--- src/sv/huffman_tree_decoder_assert.svh ---
// Assertion macros for the Huffman tree-walk decoder.
// Included by the top level only; no dependencies beyond clk and arst_n in scope.
`ifndef HUFFMAN_TREE_DECODER_ASSERT_SVH
`define HUFFMAN_TREE_DECODER_ASSERT_SVH
`ifndef SYNTH
`define HTD_ASSERT_SAME(lbl, ante, cons, msg) \
	lbl: assert property (@(posedge clk) disable iff (!arst_n) (ante) |-> (cons)) \
		else $error(msg);
`define HTD_ASSERT_NEXT(lbl, ante, cons, msg) \
	lbl: assert property (@(posedge clk) disable iff (!arst_n) (ante) |=> (cons)) \
		else $error(msg);
`else
`define HTD_ASSERT_SAME(lbl, ante, cons, msg)
`define HTD_ASSERT_NEXT(lbl, ante, cons, msg)
`endif
`endif

--- src/sv/htd_pkg.sv ---
// Shared types and constants for the Huffman tree-walk decoder.
// Used by htd_ctrl, htd_dpath and huffman_tree_decoder; no dependencies.
package htd_pkg;

	localparam int IDX_W     = 9;
	localparam int SYM_W     = 8;
	localparam int DATA_W    = 32;
	localparam int BYTE_BITS = 8;
	localparam int BITCNT_W  = 3;
	localparam int ADDR_W    = 3;

	localparam logic [BITCNT_W-1:0] LAST_BIT = BITCNT_W'(BYTE_BITS - 1);

	localparam logic MODE_LOAD   = 1'b0;
	localparam logic MODE_DECODE = 1'b1;

	localparam logic REG_SYM_LIMIT = 1'b0;
	localparam logic REG_ROOT_NODE = 1'b1;

	typedef enum logic [2:0] {
		ST_IDLE,
		ST_FETCH,
		ST_WALK,
		ST_END,
		ST_FLUSH
	} htd_state_t;

	typedef struct packed {
		logic load;
		logic take_byte;
		logic fetch;
		logic step;
		logic fin_eval;
		logic flush;
	} htd_cmd_t;

	typedef struct packed {
		logic out_free;
		logic leaf_hit;
		logic done_hit;
		logic exhausted;
	} htd_sts_t;

endpackage

--- src/sv/htd_ctrl.sv ---
// Sequencer of the Huffman tree-walk decoder: item handshake and per-bit walk control.
// Depends on htd_pkg; drives htd_dpath through htd_cmd_t.
module htd_ctrl (
	input  logic             clk,
	input  logic             arst_n,
	input  logic             item_valid,
	input  logic             mode,
	input  htd_pkg::htd_sts_t sts,
	output logic             item_stall,
	output htd_pkg::htd_cmd_t cmd
);
	import htd_pkg::*;

	htd_state_t state_q, state_d;
	logic [BITCNT_W-1:0] bit_q;

	always_ff @(posedge clk or negedge arst_n) begin
		if (!arst_n) begin
			state_q <= ST_IDLE;
			bit_q   <= '0;
		end else begin
			state_q <= state_d;
			if (cmd.fetch) begin
				bit_q <= '0;
			end else if (cmd.step) begin
				bit_q <= bit_q + BITCNT_W'(1);
			end
		end
	end

	always_comb begin
		state_d = state_q;
		case (state_q)
			ST_IDLE: begin
				if (item_valid && mode == MODE_DECODE && !sts.exhausted) begin
					state_d = ST_FETCH;
				end
			end
			ST_FETCH: state_d = ST_WALK;
			ST_WALK: begin
				if (sts.out_free) begin
					if (sts.done_hit) begin
						state_d = ST_FLUSH;
					end else if (bit_q == LAST_BIT) begin
						state_d = ST_END;
					end
				end
			end
			ST_END: begin
				if (sts.out_free) begin
					state_d = ST_FLUSH;
				end
			end
			ST_FLUSH: begin
				if (sts.out_free) begin
					state_d = ST_IDLE;
				end
			end
			default: state_d = ST_IDLE;
		endcase
	end

	always_comb begin
		item_stall    = (state_q != ST_IDLE);
		cmd.load      = (state_q == ST_IDLE) && item_valid && mode == MODE_LOAD;
		cmd.take_byte = (state_q == ST_IDLE) && item_valid && mode == MODE_DECODE;
		cmd.fetch     = (state_q == ST_FETCH);
		cmd.step      = (state_q == ST_WALK) && sts.out_free;
		cmd.fin_eval  = (state_q == ST_END) && sts.out_free;
		cmd.flush     = (state_q == ST_FLUSH) && sts.out_free;
	end

endmodule

--- config.mk ---
export PLATFORM = sky130hd
export DESIGN_NAME = htd_ctrl
export DESIGN_NICKNAME = d
export VERILOG_FILES = /design/src/sv/huffman_tree_decoder_assert.svh /design/src/sv/htd_pkg.sv /design/src/sv/htd_ctrl.sv
export SDC_FILE = /design/constraint.sdc
export NUM_CORES = 1
export LEC_CHECK = 0
export BUFFER_PORTS_ARGS = -buffer_cell sky130_fd_sc_hd__buf_2
export CAP_MARGIN = 10
export CORE_AREA = 2 2 39 41
export CTS_BUF_LIST = sky130_fd_sc_hd__clkbuf_8
export CTS_CLUSTER_SIZE = 14
export DETAILED_ROUTE_END_ITERATION = 6
export DIE_AREA = 0 0 41 43
export PLACE_DENSITY_LB_ADDON = 0.12
export SETUP_SLACK_MARGIN = 0.02
export SYNTH_ARGS = -nofsm -noshare
export SYNTH_HDL_FRONTEND = slang
export SYNTH_SLANG_ARGS = --single-unit
--- constraint.sdc ---
create_clock -name clk -period 1.8 [get_ports clk]
set_input_delay 0 -clock clk [delete_from_list [all_inputs] [get_ports clk]]
set_output_delay 0 -clock clk [all_outputs]
set_load 0.02 [all_outputs]
==> impl_metrics.json <==
{
  "critPathMaxFanout": 12,
  "vdd_drop_max_v": 0.0006936,
  "routedWlPerCell_um": 11.08,
  "min_path_type": "in -> reg",
  "drive_gt1_share_pct": 33.33,
  "synth_top_area_share_pct": 36.92,
  "dp_hpwl_um": 596.1,
  "drv_cap": 0,
  "switching_share_pct": 40.10,
  "relSlewSlack_pct": 75.07,
  "nFillCells": 141,
  "synthTopCellsByArea": "dfrtp_1 (37%), nor2_1 (7.4%), ha_1 (6.2%)",
  "power.switching_mw": 0.3477,
  "fin_ws_ns": 0.3926,
  "maxSlewViolCount": 0,
  "antenna_found_initial": 0,
  "comb_power_share_pct": 43.2,
  "setup_violations": 0,
  "ys_types": 23,
  "worstSetupEndpointType": "output port",
  "stdcell_count": 73,
  "synth_seq_cells": 6,
  "outcome": "finished clean",
  "tns_ns": 0,
  "n_antenna_cell": 0,
  "drt_iter0_markers": 8,
  "ant_nets": 0,
  "cts_buffer_depth": 2,
  "yosys.area.top_type": "dfrtp_1",
  "fin_crit_sh_pct": 78.19,
  "cts_buffers": 3,
  "startpoint_type": "flop",
  "clock_sinks": 6,
  "num_io_pins": 15,
  "p_leak_nw": 0.2559,
  "clock_latency_ns": 0.22,
  "pwr-share-seq_pct": 34.4,
  "fmax_mhz": 710.5,
  "route.detailed.drc": 0,
  "syn_nets": 53,
  "p_int_mw": 0.5194,
  "num_vias": 340,
  "critPathArrivalTime_ns": 1.41,
  "multi_input_area_um2": 219.0,
  "fin_crit_ns": 1.407,
  "fin_nets": 69,
  "syn_inst": 43,
  "grt_max_degree": 13,
  "area_growth_pct": 27.08,
  "syn_avg_cell_area_um2": 9.457,
  "synthesis.area_um2": 406.6,
  "die_x_um": 41,
  "rsz0062_at_grt": "false",
  "finalPower_mw": 0.8671,
  "initial_core_util_pct": 29.39,
  "clkPwrFrac_pct": 22.5,
  "hold_violations": 0,
  "cts_root_buf": "clkbuf_8",
  "crit_type": "reg -> out",
  "drtPass1Iterations": 2,
  "tightest_slew_ns": 0.3739,
  "seq_area_um2": 150.1,
  "p_per_area_mw_per_mm2": 1678,
  "ys_seq_area_share_pct": 36.92,
  "dpl.cell_count": 69,
  "cts_tree": "done",
  "cts_max_level": 1,
  "gp_congestion": 0.5741,
  "globalRouteTotalUtil_pct": 10.92,
  "final_common_cell": "buf_2",
  "die_y_um": 43,
  "die_area_mm2": 0.001763,
  "grt_overflow": 0,
  "grt_pass1_vias": 300,
  "pre_cts_ws_ns": 0.4024,
  "routed_via_density": 4.658,
  "portBuffers": 13,
  "skew_ns": 0.002657,
  "grt_first_pass_wirelength_um": 1235,
  "wl_um": 809,
  "worstPathRequired_ns": 1.80,
  "final_cell_mix": "buf_2 (13), nor2_1 (8), dfrtp_1 (6)",
  "core_mm2": 0.001384,
  "ys_warn_count": 0,
  "clkSlewWorstSetupHoldPaths_ns": 0.03,
  "rows": 14
}
cells by family after synthesis:
logic type | synth area share [%]
compound gates | 9.539
flops | 36.92
buf+inv | 9.229
fa+ha+maj | 6.153
xor+xnor | 2.154
mux | 4.923
simple gates | 31.08
path summary, 6_finish.rpt:
check	start	to	slack (ns)	cells past startpoint
hold / removal	sts[3]	state_q[2]	0.09	2
max in group asynchronous	arst_n	state_q[0]	1.52	2
hold reg to reg	bit_q[2]	bit_q[2]	0.52	2
setup reg to reg	state_q[2]	bit_q[1]	0.40	4
setup / recovery	state_q[2]	cmd[4]	0.39	3
min in group asynchronous	arst_n	bit_q[2]	0.13	2
critical path: stages, from the launching register on:
cell and delay [ns]:
dfrtp_1 0.50, nor3_1 0.35, and3_1 0.19, buf_2 0.15
power groups by stage:
stage               Clock (mW)  Combinational (mW)  Sequential [mW]
finish                   0.195               0.374            0.298
global route             0.212               0.420            0.312
CTS                      0.203               0.383            0.297
detailed placement           0               0.377            0.298
global placement             0               0.373            0.296
floorplan                    0               0.382            0.227
routing by layer:
layer | wire (um) | GRT usage (%)
met1 | 413 | 13.49
met2 | 355 | 14.37
met3 | 40 | 3.141
met4 | 0 | 10.00
met5 | 0 | 0
sequential cells by signal, indices dropped and copies added, names as in the netlist:
register / cells
state_q: 3
bit_q: 3
synthesized netlist by cell type (all sizes together):
cell     instances
a22oi            1
o32ai            1
nand4bb          1
buf              4
xnor2            1
and3             2
nor4bb           1
mux2i            2
o32a             1
a211oi           1
a21oi            1
nor3             3
ha               2
nor4b            1
nand2            3
nor3b            2
inv              1
dfrtp            6
nor2             8
nand2b           1
cell type report:
cell class,instances,area share [%]
clock buffers,3,7.990
inverters,1,0.7264
multi-input cells,32,42.37
flip-flops and latches,6,29.06
well taps,16,3.874
repair buffers,15,15.98
through the flow:
stage	hold slack [ns]	util (%)	area [um^2]
after floorplan	-0.2956	-	406.6
after global placement	-0.1672	33.63	465.4
after detailed placement	-0.1691	33.63	465.4
after CTS	0.09580	37.34	516.7
after global routing	0.1179	37.34	516.7
final	0.09434	37.34	516.7
repair_timing:
item	4_1_cts	5_1_grt
hold buffers	1	0
endpoints found under the hold margin	6	0
setup buffers	0	0
endpoints found under the setup margin	0	0
resized for setup	0	0
Power figures use the tool's default switching activity.
